<file path="config.mk">
export PLATFORM = sky130hd
export DESIGN_NAME = lock_manager_deadlock_refuse_core_flat
export DESIGN_NICKNAME = d
export VERILOG_FILES = /design/src/lmdr_pkg.sv /design/src/lmdr_if.sv /design/src/lmdr_ram.sv /design/src/lock_manager_deadlock_refuse_core.sv /design/src/flat_wrapper.sv
export SDC_FILE = /design/constraint.sdc
export NUM_CORES = 2
export LEC_CHECK = 0
export BUFFER_PORTS_ARGS = -buffer_cell sky130_fd_sc_hd__buf_2
export CAP_MARGIN = 20
export CORE_MARGIN = 10
export CORE_UTILIZATION = 40
export CTS_CLUSTER_SIZE = 28
export DETAILED_ROUTE_END_ITERATION = 8
export GPL_ROUTABILITY_DRIVEN = 0
export PLACE_DENSITY = 0.53
export SYNTH_ARGS = -nofsm -noshare
export SYNTH_HDL_FRONTEND = slang
export SYNTH_SLANG_ARGS = --single-unit
</file>
<file path="constraint.sdc">
create_clock -name clock -period 8.9 [get_ports clock]
set_input_delay 0.89 -clock clock [delete_from_list [all_inputs] [get_ports clock]]
set_output_delay 0.89 -clock clock [all_outputs]
set_load 0.005 [all_outputs]
</file>
<file path="src/lmdr_pkg.sv">
// ----------------------------------------------------------------------------
// Lock manager package
// Sizes, codes and a helper function shared by the lock manager files.
// ----------------------------------------------------------------------------
package lmdr_pkg;

   localparam int NUM_LOCKS   = 16;
   localparam int NUM_THREADS = 16;

   localparam int ID_W      = 4;
   localparam int STATUS_W  = 3;
   localparam int LOCK_W    = $clog2(NUM_LOCKS);
   localparam int THREAD_W  = $clog2(NUM_THREADS);
   localparam int COUNT_W   = $clog2(NUM_THREADS + 1);
   localparam int STEP_W    = $clog2(NUM_LOCKS);
   localparam int RAM_DEPTH = NUM_LOCKS * NUM_THREADS;

   localparam logic [STEP_W-1:0] LAST_STEP = STEP_W'(NUM_LOCKS - 1);

   localparam logic FUNC_LOCK   = 1'b0;
   localparam logic FUNC_UNLOCK = 1'b1;

   typedef enum logic [STATUS_W-1:0] {
      STATUS_GRANTED  = 3'd0,
      STATUS_QUEUED   = 3'd1,
      STATUS_REFUSED  = 3'd2,
      STATUS_RELEASED = 3'd3,
      STATUS_BAD      = 3'd4
   } status_type;

   typedef enum logic [1:0] {
      SEQ_IDLE,
      SEQ_EXEC,
      SEQ_WALK,
      SEQ_HAND
   } seq_state_type;

   typedef enum logic [2:0] {
      ACT_BAD,
      ACT_GRANT,
      ACT_ENQUEUE,
      ACT_FREE,
      ACT_HANDOVER
   } action_type;

   typedef struct packed {
      logic [THREAD_W-1:0] head;
      logic [THREAD_W-1:0] tail;
      logic [COUNT_W-1:0]  count;
   } queue_ptr_type;

   function automatic logic [THREAD_W-1:0] ring_next(input logic [THREAD_W-1:0] p);
      logic [THREAD_W-1:0] r;
      if (p == THREAD_W'(NUM_THREADS - 1)) begin
         r = '0;
      end else begin
         r = p + 1'b1;
      end
      return r;
   endfunction

endpackage

</file>
<file path="src/lmdr_if.sv">
// ----------------------------------------------------------------------------
// Lock manager channel interfaces
// Valid/ready channels for lock requests and their results.
// ----------------------------------------------------------------------------
interface lmdr_req_if import lmdr_pkg::*; ();
   logic            valid;
   logic            ready;
   logic            func;
   logic [ID_W-1:0] thread_id;
   logic [ID_W-1:0] lock_id;

   modport source (output valid, func, thread_id, lock_id, input ready);
   modport sink   (input valid, func, thread_id, lock_id, output ready);
endinterface

interface lmdr_rsp_if import lmdr_pkg::*; ();
   logic                valid;
   logic                ready;
   logic [STATUS_W-1:0] status;
   logic                wake_valid;
   logic [ID_W-1:0]     wake_thread;

   modport source (output valid, status, wake_valid, wake_thread, input ready);
   modport sink   (input valid, status, wake_valid, wake_thread, output ready);
endinterface

</file>
<file path="src/lmdr_ram.sv">
// ----------------------------------------------------------------------------
// Generic RAM
// One write port and one read port with registered read data.
// ----------------------------------------------------------------------------
module lmdr_ram #(
   parameter int WIDTH = 8,
   parameter int DEPTH = 16
) (
   input  logic                     clock,
   input  logic                     wr_en,
   input  logic [$clog2(DEPTH)-1:0] wr_addr,
   input  logic [WIDTH-1:0]         wr_data,
   input  logic                     rd_en,
   input  logic [$clog2(DEPTH)-1:0] rd_addr,
   output logic [WIDTH-1:0]         rd_data
);

   logic [WIDTH-1:0] mem [DEPTH];
   logic [WIDTH-1:0] rd_data_ff;

   always_ff @(posedge clock) begin
      if (wr_en) begin
         mem[wr_addr] <= wr_data;
      end
      if (rd_en) begin
         rd_data_ff <= mem[rd_addr];
      end
   end

   assign rd_data = rd_data_ff;

endmodule

</file>
<file path="src/lock_manager_deadlock_refuse_core.sv">
// ----------------------------------------------------------------------------
// Lock manager with deadlock refusal
// Grants, queues and releases locks, and refuses a request that would close
// a cycle in the wait-for graph. Waiters are handed a lock in FIFO order.
//
// Channel   Direction  Handshake        Payload
// req_chan  in         valid / ready    func, thread_id, lock_id
// rsp_chan  out        valid / ready    status, wake_valid, wake_thread
//
// A grant, a refusal for a bad id and a release without waiters finish in the execute state.
// A request on a held lock walks the wait-for chain one lock per cycle through
// the owner and wait tables.
// A release with hand-over makes one read of the waiter RAM.
// Reset clears the tables at once; the waiter RAM needs no clearing.
// A result that is not taken holds the sequencer at its last step; a new
// request is taken as soon as the sequencer is idle.
// ----------------------------------------------------------------------------
module lock_manager_deadlock_refuse_core import lmdr_pkg::*; (
   input  logic        clock,
   input  logic        reset,
   lmdr_req_if.sink    req_chan,
   lmdr_rsp_if.source  rsp_chan
);

   seq_state_type       state_ff, state_in;
   logic                func_ff, func_in;
   logic [ID_W-1:0]     tid_ff, tid_in;
   logic [ID_W-1:0]     lid_ff, lid_in;
   logic [LOCK_W-1:0]   cur_ff, cur_in;
   logic [STEP_W-1:0]   step_ff, step_in;

   logic                owner_valid_ff  [NUM_LOCKS];
   logic                owner_valid_in  [NUM_LOCKS];
   logic [THREAD_W-1:0] owner_thread_ff [NUM_LOCKS];
   logic [THREAD_W-1:0] owner_thread_in [NUM_LOCKS];
   logic                wait_valid_ff   [NUM_THREADS];
   logic                wait_valid_in   [NUM_THREADS];
   logic [LOCK_W-1:0]   wait_lock_ff    [NUM_THREADS];
   logic [LOCK_W-1:0]   wait_lock_in    [NUM_THREADS];
   queue_ptr_type       queue_ff        [NUM_LOCKS];
   queue_ptr_type       queue_in        [NUM_LOCKS];

   logic                rsp_valid_ff, rsp_valid_in;
   status_type          rsp_status_ff, rsp_status_in;
   logic                rsp_wv_ff, rsp_wv_in;
   logic [ID_W-1:0]     rsp_wt_ff, rsp_wt_in;

   logic                accept;
   logic                out_free;
   logic                ids_ok;
   logic [LOCK_W-1:0]   lk;
   logic [THREAD_W-1:0] th;
   queue_ptr_type       q;
   action_type          action;

   logic                walk_owned;
   logic [THREAD_W-1:0] walk_thread;
   logic                walk_waits;
   logic [LOCK_W-1:0]   walk_next;
   logic                walk_closes;
   logic                walk_open;

   logic                finish;
   status_type          fin_status;
   logic                fin_wv;
   logic [ID_W-1:0]     fin_wt;

   logic                ram_wr_en;
   logic                ram_rd_en;
   logic [LOCK_W+THREAD_W-1:0] ram_wr_addr;
   logic [LOCK_W+THREAD_W-1:0] ram_rd_addr;
   logic [THREAD_W-1:0] ram_rd_data;
   logic [THREAD_W-1:0] wake;

   lmdr_ram #(
      .WIDTH (THREAD_W),
      .DEPTH (RAM_DEPTH)
   ) u_waiter_ram (
      .clock   (clock),
      .wr_en   (ram_wr_en),
      .wr_addr (ram_wr_addr),
      .wr_data (th),
      .rd_en   (ram_rd_en),
      .rd_addr (ram_rd_addr),
      .rd_data (ram_rd_data)
   );

   assign accept   = req_chan.valid && req_chan.ready;
   assign out_free = !rsp_valid_ff || rsp_chan.ready;
   assign lk       = lid_ff[LOCK_W-1:0];
   assign th       = tid_ff[THREAD_W-1:0];
   assign q        = queue_ff[lk];
   assign wake     = ram_rd_data;

   assign req_chan.ready       = (state_ff == SEQ_IDLE);
   assign rsp_chan.valid       = rsp_valid_ff;
   assign rsp_chan.status      = rsp_status_ff;
   assign rsp_chan.wake_valid  = rsp_wv_ff;
   assign rsp_chan.wake_thread = rsp_wt_ff;

   // Decode of a new request against the tables.
   always_comb begin
      ids_ok = (int'(tid_ff) < NUM_THREADS) && (int'(lid_ff) < NUM_LOCKS);
      action = ACT_BAD;
      if (ids_ok) begin
         if (func_ff == FUNC_LOCK) begin
            if (wait_valid_ff[th]) begin
               action = ACT_BAD;
            end else if (!owner_valid_ff[lk]) begin
               action = ACT_GRANT;
            end else if (int'(q.count) >= NUM_THREADS) begin
               action = ACT_BAD;
            end else begin
               action = ACT_ENQUEUE;
            end
         end else begin
            if (!owner_valid_ff[lk] || owner_thread_ff[lk] != th) begin
               action = ACT_BAD;
            end else if (q.count == '0) begin
               action = ACT_FREE;
            end else begin
               action = ACT_HANDOVER;
            end
         end
      end
   end

   // One step of the wait-for walk from the current lock.
   always_comb begin
      walk_owned  = owner_valid_ff[cur_ff];
      walk_thread = owner_thread_ff[cur_ff];
      walk_waits  = wait_valid_ff[walk_thread];
      walk_next   = wait_lock_ff[walk_thread];
      walk_closes = walk_owned && walk_waits && (walk_next == lk);
      walk_open   = !walk_owned || !walk_waits || (step_ff == LAST_STEP);
   end

   // Next state.
   always_comb begin
      state_in = state_ff;
      unique case (state_ff)
         SEQ_IDLE: begin
            if (accept) begin
               state_in = SEQ_EXEC;
            end
         end
         SEQ_EXEC: begin
            if (out_free) begin
               unique case (action)
                  ACT_ENQUEUE:  state_in = SEQ_WALK;
                  ACT_HANDOVER: state_in = SEQ_HAND;
                  default:      state_in = SEQ_IDLE;
               endcase
            end
         end
         SEQ_WALK: begin
            if (walk_closes || walk_open) begin
               if (out_free) begin
                  state_in = SEQ_IDLE;
               end
            end
         end
         SEQ_HAND: begin
            if (out_free) begin
               state_in = SEQ_IDLE;
            end
         end
         default: state_in = SEQ_IDLE;
      endcase
   end

   // Table updates, RAM control and results.
   always_comb begin
      func_in         = func_ff;
      tid_in          = tid_ff;
      lid_in          = lid_ff;
      cur_in          = cur_ff;
      step_in         = step_ff;
      owner_valid_in  = owner_valid_ff;
      owner_thread_in = owner_thread_ff;
      wait_valid_in   = wait_valid_ff;
      wait_lock_in    = wait_lock_ff;
      queue_in        = queue_ff;
      finish          = 1'b0;
      fin_status      = STATUS_BAD;
      fin_wv          = 1'b0;
      fin_wt          = '0;
      ram_wr_en       = 1'b0;
      ram_wr_addr     = {lk, q.tail};
      ram_rd_en       = 1'b0;
      ram_rd_addr     = {lk, q.head};

      if (accept) begin
         func_in = req_chan.func;
         tid_in  = req_chan.thread_id;
         lid_in  = req_chan.lock_id;
      end

      unique case (state_ff)
         SEQ_EXEC: begin
            if (out_free) begin
               unique case (action)
                  ACT_GRANT: begin
                     owner_valid_in[lk]  = 1'b1;
                     owner_thread_in[lk] = th;
                     finish              = 1'b1;
                     fin_status          = STATUS_GRANTED;
                  end
                  ACT_ENQUEUE: begin
                     ram_wr_en         = 1'b1;
                     wait_valid_in[th] = 1'b1;
                     wait_lock_in[th]  = lk;
                     cur_in            = lk;
                     step_in           = '0;
                  end
                  ACT_FREE: begin
                     owner_valid_in[lk]  = 1'b0;
                     owner_thread_in[lk] = '0;
                     finish              = 1'b1;
                     fin_status          = STATUS_RELEASED;
                  end
                  ACT_HANDOVER: begin
                     ram_rd_en = 1'b1;
                  end
                  default: begin
                     finish     = 1'b1;
                     fin_status = STATUS_BAD;
                  end
               endcase
            end
         end
         SEQ_WALK: begin
            if (walk_closes) begin
               if (out_free) begin
                  wait_valid_in[th] = 1'b0;
                  wait_lock_in[th]  = '0;
                  finish            = 1'b1;
                  fin_status        = STATUS_REFUSED;
               end
            end else if (walk_open) begin
               if (out_free) begin
                  queue_in[lk].tail  = ring_next(q.tail);
                  queue_in[lk].count = q.count + 1'b1;
                  finish             = 1'b1;
                  fin_status         = STATUS_QUEUED;
               end
            end else begin
               cur_in  = walk_next;
               step_in = step_ff + 1'b1;
            end
         end
         SEQ_HAND: begin
            if (out_free) begin
               owner_thread_in[lk] = wake;
               wait_valid_in[wake] = 1'b0;
               wait_lock_in[wake]  = '0;
               queue_in[lk].head   = ring_next(q.head);
               queue_in[lk].count  = q.count - 1'b1;
               finish              = 1'b1;
               fin_status          = STATUS_RELEASED;
               fin_wv              = 1'b1;
               fin_wt              = ID_W'(wake);
            end
         end
         default: begin
         end
      endcase

      if (finish) begin
         rsp_valid_in  = 1'b1;
         rsp_status_in = fin_status;
         rsp_wv_in     = fin_wv;
         rsp_wt_in     = fin_wt;
      end else begin
         rsp_valid_in  = rsp_valid_ff && !rsp_chan.ready;
         rsp_status_in = rsp_status_ff;
         rsp_wv_in     = rsp_wv_ff;
         rsp_wt_in     = rsp_wt_ff;
      end
   end

   always_ff @(posedge clock) begin
      if (reset) begin
         state_ff     <= SEQ_IDLE;
         rsp_valid_ff <= 1'b0;
         for (int i = 0; i < NUM_LOCKS; i++) begin
            owner_valid_ff[i]  <= 1'b0;
            owner_thread_ff[i] <= '0;
            queue_ff[i]        <= '0;
         end
         for (int i = 0; i < NUM_THREADS; i++) begin
            wait_valid_ff[i] <= 1'b0;
            wait_lock_ff[i]  <= '0;
         end
      end else begin
         state_ff        <= state_in;
         rsp_valid_ff    <= rsp_valid_in;
         owner_valid_ff  <= owner_valid_in;
         owner_thread_ff <= owner_thread_in;
         queue_ff        <= queue_in;
         wait_valid_ff   <= wait_valid_in;
         wait_lock_ff    <= wait_lock_in;
      end
   end

   always_ff @(posedge clock) begin
      func_ff       <= func_in;
      tid_ff        <= tid_in;
      lid_ff        <= lid_in;
      cur_ff        <= cur_in;
      step_ff       <= step_in;
      rsp_status_ff <= rsp_status_in;
      rsp_wv_ff     <= rsp_wv_in;
      rsp_wt_ff     <= rsp_wt_in;
   end

endmodule

</file>
<file path="src/flat_wrapper.sv">
// flat-port wrapper written by rule: the top's interface ports become plain ports
module lock_manager_deadlock_refuse_core_flat import lmdr_pkg::*;
  (clock, reset, req_chan_valid, req_chan_func, req_chan_thread_id, req_chan_lock_id, req_chan_ready, rsp_chan_valid, rsp_chan_status, rsp_chan_wake_valid, rsp_chan_wake_thread, rsp_chan_ready);
  lmdr_req_if req_chan_i ();
  lmdr_rsp_if rsp_chan_i ();
  input  logic clock;
  input  logic reset;
  input wire logic [$bits(req_chan_i.valid)-1:0] req_chan_valid;
  input wire logic [$bits(req_chan_i.func)-1:0] req_chan_func;
  input wire logic [$bits(req_chan_i.thread_id)-1:0] req_chan_thread_id;
  input wire logic [$bits(req_chan_i.lock_id)-1:0] req_chan_lock_id;
  output wire logic [$bits(req_chan_i.ready)-1:0] req_chan_ready;
  output wire logic [$bits(rsp_chan_i.valid)-1:0] rsp_chan_valid;
  output wire logic [$bits(rsp_chan_i.status)-1:0] rsp_chan_status;
  output wire logic [$bits(rsp_chan_i.wake_valid)-1:0] rsp_chan_wake_valid;
  output wire logic [$bits(rsp_chan_i.wake_thread)-1:0] rsp_chan_wake_thread;
  input wire logic [$bits(rsp_chan_i.ready)-1:0] rsp_chan_ready;
  assign req_chan_i.valid = req_chan_valid;
  assign req_chan_i.func = req_chan_func;
  assign req_chan_i.thread_id = req_chan_thread_id;
  assign req_chan_i.lock_id = req_chan_lock_id;
  assign req_chan_ready = req_chan_i.ready;
  assign rsp_chan_valid = rsp_chan_i.valid;
  assign rsp_chan_status = rsp_chan_i.status;
  assign rsp_chan_wake_valid = rsp_chan_i.wake_valid;
  assign rsp_chan_wake_thread = rsp_chan_i.wake_thread;
  assign rsp_chan_i.ready = rsp_chan_ready;
  lock_manager_deadlock_refuse_core u_core (.clock(clock), .reset(reset), .req_chan(req_chan_i), .rsp_chan(rsp_chan_i));
endmodule
</file>
==> flow_summary.ini <==
[floorplanning]
die_area_um2 = 168000
vertical_die_dimension_um = 410
fp.dieW_um = 410
fp.coreArea_um2 = 150000
ioPinCount = 23
num_rows = 142
start_util_pct = 40.4

[synthesis]
synthesis.area_um2 = 60800
synthDistinctLibCells = 90
avg_synthesized_cell_area_um2 = 15.1
proportion_of_netlist_area_held_by_the_largest_area_contributor_pct = 52.0
synth-seq-cells = 1424
synth_sequential_area_ratio_pct = 64.2
synth_edf_count = 1053
synthCells = 4028
synth.top_cells.by_area = edfxtp_1 52%, mux4_2 13%, dfxtp_1 12%
syn_nets = 4049
synth_async_sr_flop_share_pct = 0
most_instantiated_flip_flop_cell_in_the_synthesis_netlist = edfxtp_1
post_synthesis_cell_type_with_the_largest_combined_area = edfxtp_1
ys.warnings.count = 0

[sta]
setup_viol = 0
report.final.slew_viol_count = 0
setup_tns_ns = 0
layout_min_cycle_time_ns = 6.23
largest_clock_skew_in_the_final_design_ns = 0.0386
final.period_utilization_pct = 70.0
report.final.hold_viol_count = 0
slew_worst_pin_ns = 1.31
fmaxAchievable_mhz = 161
grt_setup_unrepaired = false
worst_slew_margin_rel_pct = 12.5

[hold_path]
worst_case_hold_path_end_point = u_core.th[2]
type_of_the_tightest_min_delay_check = input pin to flop
hold_path.startpoint = req_chan_thread_id[2]
hold_depth = 1

[clock_network]
post-cts-setup-buffer-count = 0
cts_tree = yes
clk_latency_ns = 0.80
cts_hold_buf = 0
clock_tree.htree_level_count = 4
cts-resized-gates = 0
clkSinkCount = 1424
cts_buffers = 155
clk_root_buffer_cell = clkbuf_16
clkSlewWorstSetupHoldPaths_ns = 0.06
ctsLongestPathBuffers = 3

[worst_setup_path]
critPathMaxFanout = 97
critPathMaxStageDelay_ns = 0.98
r2r.worst_path.cells = 11
ff2ff_setup_slack_ns = 2.67
worst_setup_path_startpoint = u_core.lid_ff[0]
critPathTopFamily = multiplexers
crit_buf_inv = 3
critical-path-top-cell-by-count = buf_4
wp_data_required_ns = 9.39
setup.worst_path.end_class = flop
critical_path.reg2reg.endpoint = u_core.u_waiter_ram.rd_data[1]
r2r-start = u_core.lid_ff[0]
crit_chain = buf_4, buf_4, mux4_2, mux4_4, buf_12, nor2_2, a221oi_1, a21oi_1, o22ai_1, o41ai_1, o32ai_1
crit_type = flop to flop
worst_path_max_delay_cell = nor2_2
critical_path_arrival_ns = 6.72
worst_setup_path_start_kind = flop

[cells_and_area]
layout.nets = 4034
number_of_filler_cells_placed_in_the_layout = 13300
final_common_cell = edfxtp_1
syn2layout_area_growth_pct = 12.0
final_instance_count_without_filler_cells = 6159
layout-drive-gt1-share_pct = 19.0
final_cell_mix = 1,053 x edfxtp_1, 396 x nor2_1, 371 x dfxtp_1

[place]
dp.final_hpwl_um = 111000
placed_cell_count = 5872
buffer_ports.inserted = 22

[detailed_routing]
route.antenna.remaining_nets = 0
detail_route.wl_per_cell_um = 28.6
drc = 0
vias_per_cell = 5.83
vias = 35900
dr.pass1.iters = 6
dr.first_iter.drc_count = 3742
finalWirelength_um = 176000

[grt]
grt.overflow.total = 0
global_route_wire_length_before_repair_um = 257000
grt_pass1_vias = 35900
grt_start_max_net_pins = 223
antenna_found_initial = 3
grtUsageTotal_pct = 20.5

[power]
power.share.sequential_pct = 51.4
portion_of_total_power_attributed_to_the_clock_network_pct = 45.8
power.density_nw_per_um2 = 204
power.ir.vdd_worst_mv = 0.189
power_report.internal_total_uw = 10900
netSwitchingPower_uw = 3020
sw_share_pct = 21.8
comb_power_share_pct = 2.8
total_leakage_power_uw = 0.0220

[outcome]
outcome = finished, final reports clean

[run]
cap_viol_max_count = 0
stage by stage:
step / util, % / area [um^2] / worst slack [ns] / power [uW] / hold slack (ns)
floorplan: - / 60800 / 1.86 / 7500 / 0.432
global placement: 41.9 / 63000 / 2.62 / 7660 / 0.440
detailed placement: 41.9 / 63100 / 2.62 / 7670 / 0.444
CTS: 45.2 / 68100 / 2.66 / 14000 / 0.220
global route: 45.2 / 68100 / 2.44 / 14300 / 0.239
finish: 45.2 / 68100 / 2.67 / 13900 / 0.273
synth_stat cells, types with 6 or more instances:
cell,count
edfxtp_1,1053
nor2_1,400
dfxtp_1,371
mux4_2,352
mux2i_1,315
nand2_1,218
nand2b_1,197
clkbuf_1,173
a21oi_1,87
o21ai_0,76
nand3_1,67
buf_2,62
o22ai_1,62
nand3b_1,48
nor3_1,45
a211oi_1,40
buf_1,37
and3_1,29
inv_1,29
a22oi_1,28
a31oi_1,27
and2_1,16
a221oi_1,15
a22o_1,14
nor2b_1,14
o32ai_1,13
a311oi_1,12
nand4_1,12
mux2_2,11
nand2_4,9
nor2_4,9
o2bb2ai_1,9
o32ai_2,9
ha_1,8
nor2_2,8
buf_4,7
or3_1,7
xnor2_1,7
nor4_2,6
nor4_4,6
o211ai_1,6
o31ai_1,6
power by group through the flow:
stage | sequential [uW] | combinational [uW] | clock [uW]
2_1_floorplan | 7330 | 175 | 0
3_3_place_gp | 7280 | 380 | 0
3_5_place_dp | 7280 | 385 | 0
4_1_cts | 7140 | 385 | 6470
5_1_grt | 7140 | 406 | 6740
6_report | 7140 | 385 | 6360
cell families after synthesis:
family / Yosys count / synth area share (%)
AO/OA/AOI/OAI: 467 / 5.40
buffers and inverters: 314 / 2.22
adder cells (fa/ha/maj): 8 / 0.165
AND/OR/NAND/NOR: 1124 / 9.33
multiplexers: 680 / 18.5
flip-flops: 1424 / 64.2
XOR/XNOR: 11 / 0.159
area by class of cell:
class / instances / area [um^2] / share of cell area (%)
multi-input cells: 2290 / 20500 / 30.1
diodes: 2 / 5.00 / 0.00735
inverters: 29 / 109 / 0.160
well taps: 2016 / 2520 / 3.70
repair buffers: 113 / 955 / 1.40
clock buffers: 199 / 4170 / 6.12
flip-flops and latches: 1424 / 39000 / 57.3
clock inverters: 86 / 805 / 1.18
layer usage:
metal	part of all wire [%]	wire, um	vias up	GRT usage, %
met3	6.2	11000	253	3.39
met2	47	83000	1225	32.4
met4	2.4	4250	2	5.56
li1	-	-	15600	-
met1	44	77700	18800	29.3
met5	0.0074	13	-	0
flip-flops by register name (all words and copies together), names as in the netlist, named ones only:
signal                       cells
u_core.cur_ff                    4
u_core.th                        4
u_core.step_ff                   4
u_core.wait_lock_ff             64
u_core.wait_valid_ff            16
u_core.func_ff                   1
u_core.u_waiter_ram.mem       1024
u_core.state_ff                  2
u_core.rsp_chan.valid            1
u_core.lid_ff                    4
u_core.queue_ff                208
u_core.rsp_chan.status           3
u_core.rsp_chan.wake_valid       1
u_core.u_waiter_ram.rd_data      4
u_core.owner_thread_ff          64
u_core.rsp_chan.wake_thread      4
worst max-delay path by stage:
stage / cells after the start / endpoint / slack [ns]
CTS: 11 / u_core.u_waiter_ram.rd_data[1] / 2.66
floorplan: 11 / u_core.cur_ff[0] / 1.86
global placement: 11 / u_core.u_waiter_ram.rd_data[1] / 2.62
finish: 11 / u_core.u_waiter_ram.rd_data[1] / 2.67
detailed placement: 11 / u_core.u_waiter_ram.rd_data[1] / 2.62
global route: 11 / u_core.u_waiter_ram.rd_data[1] / 2.44
No activity file was read; power rests on OpenSTA's default activity.
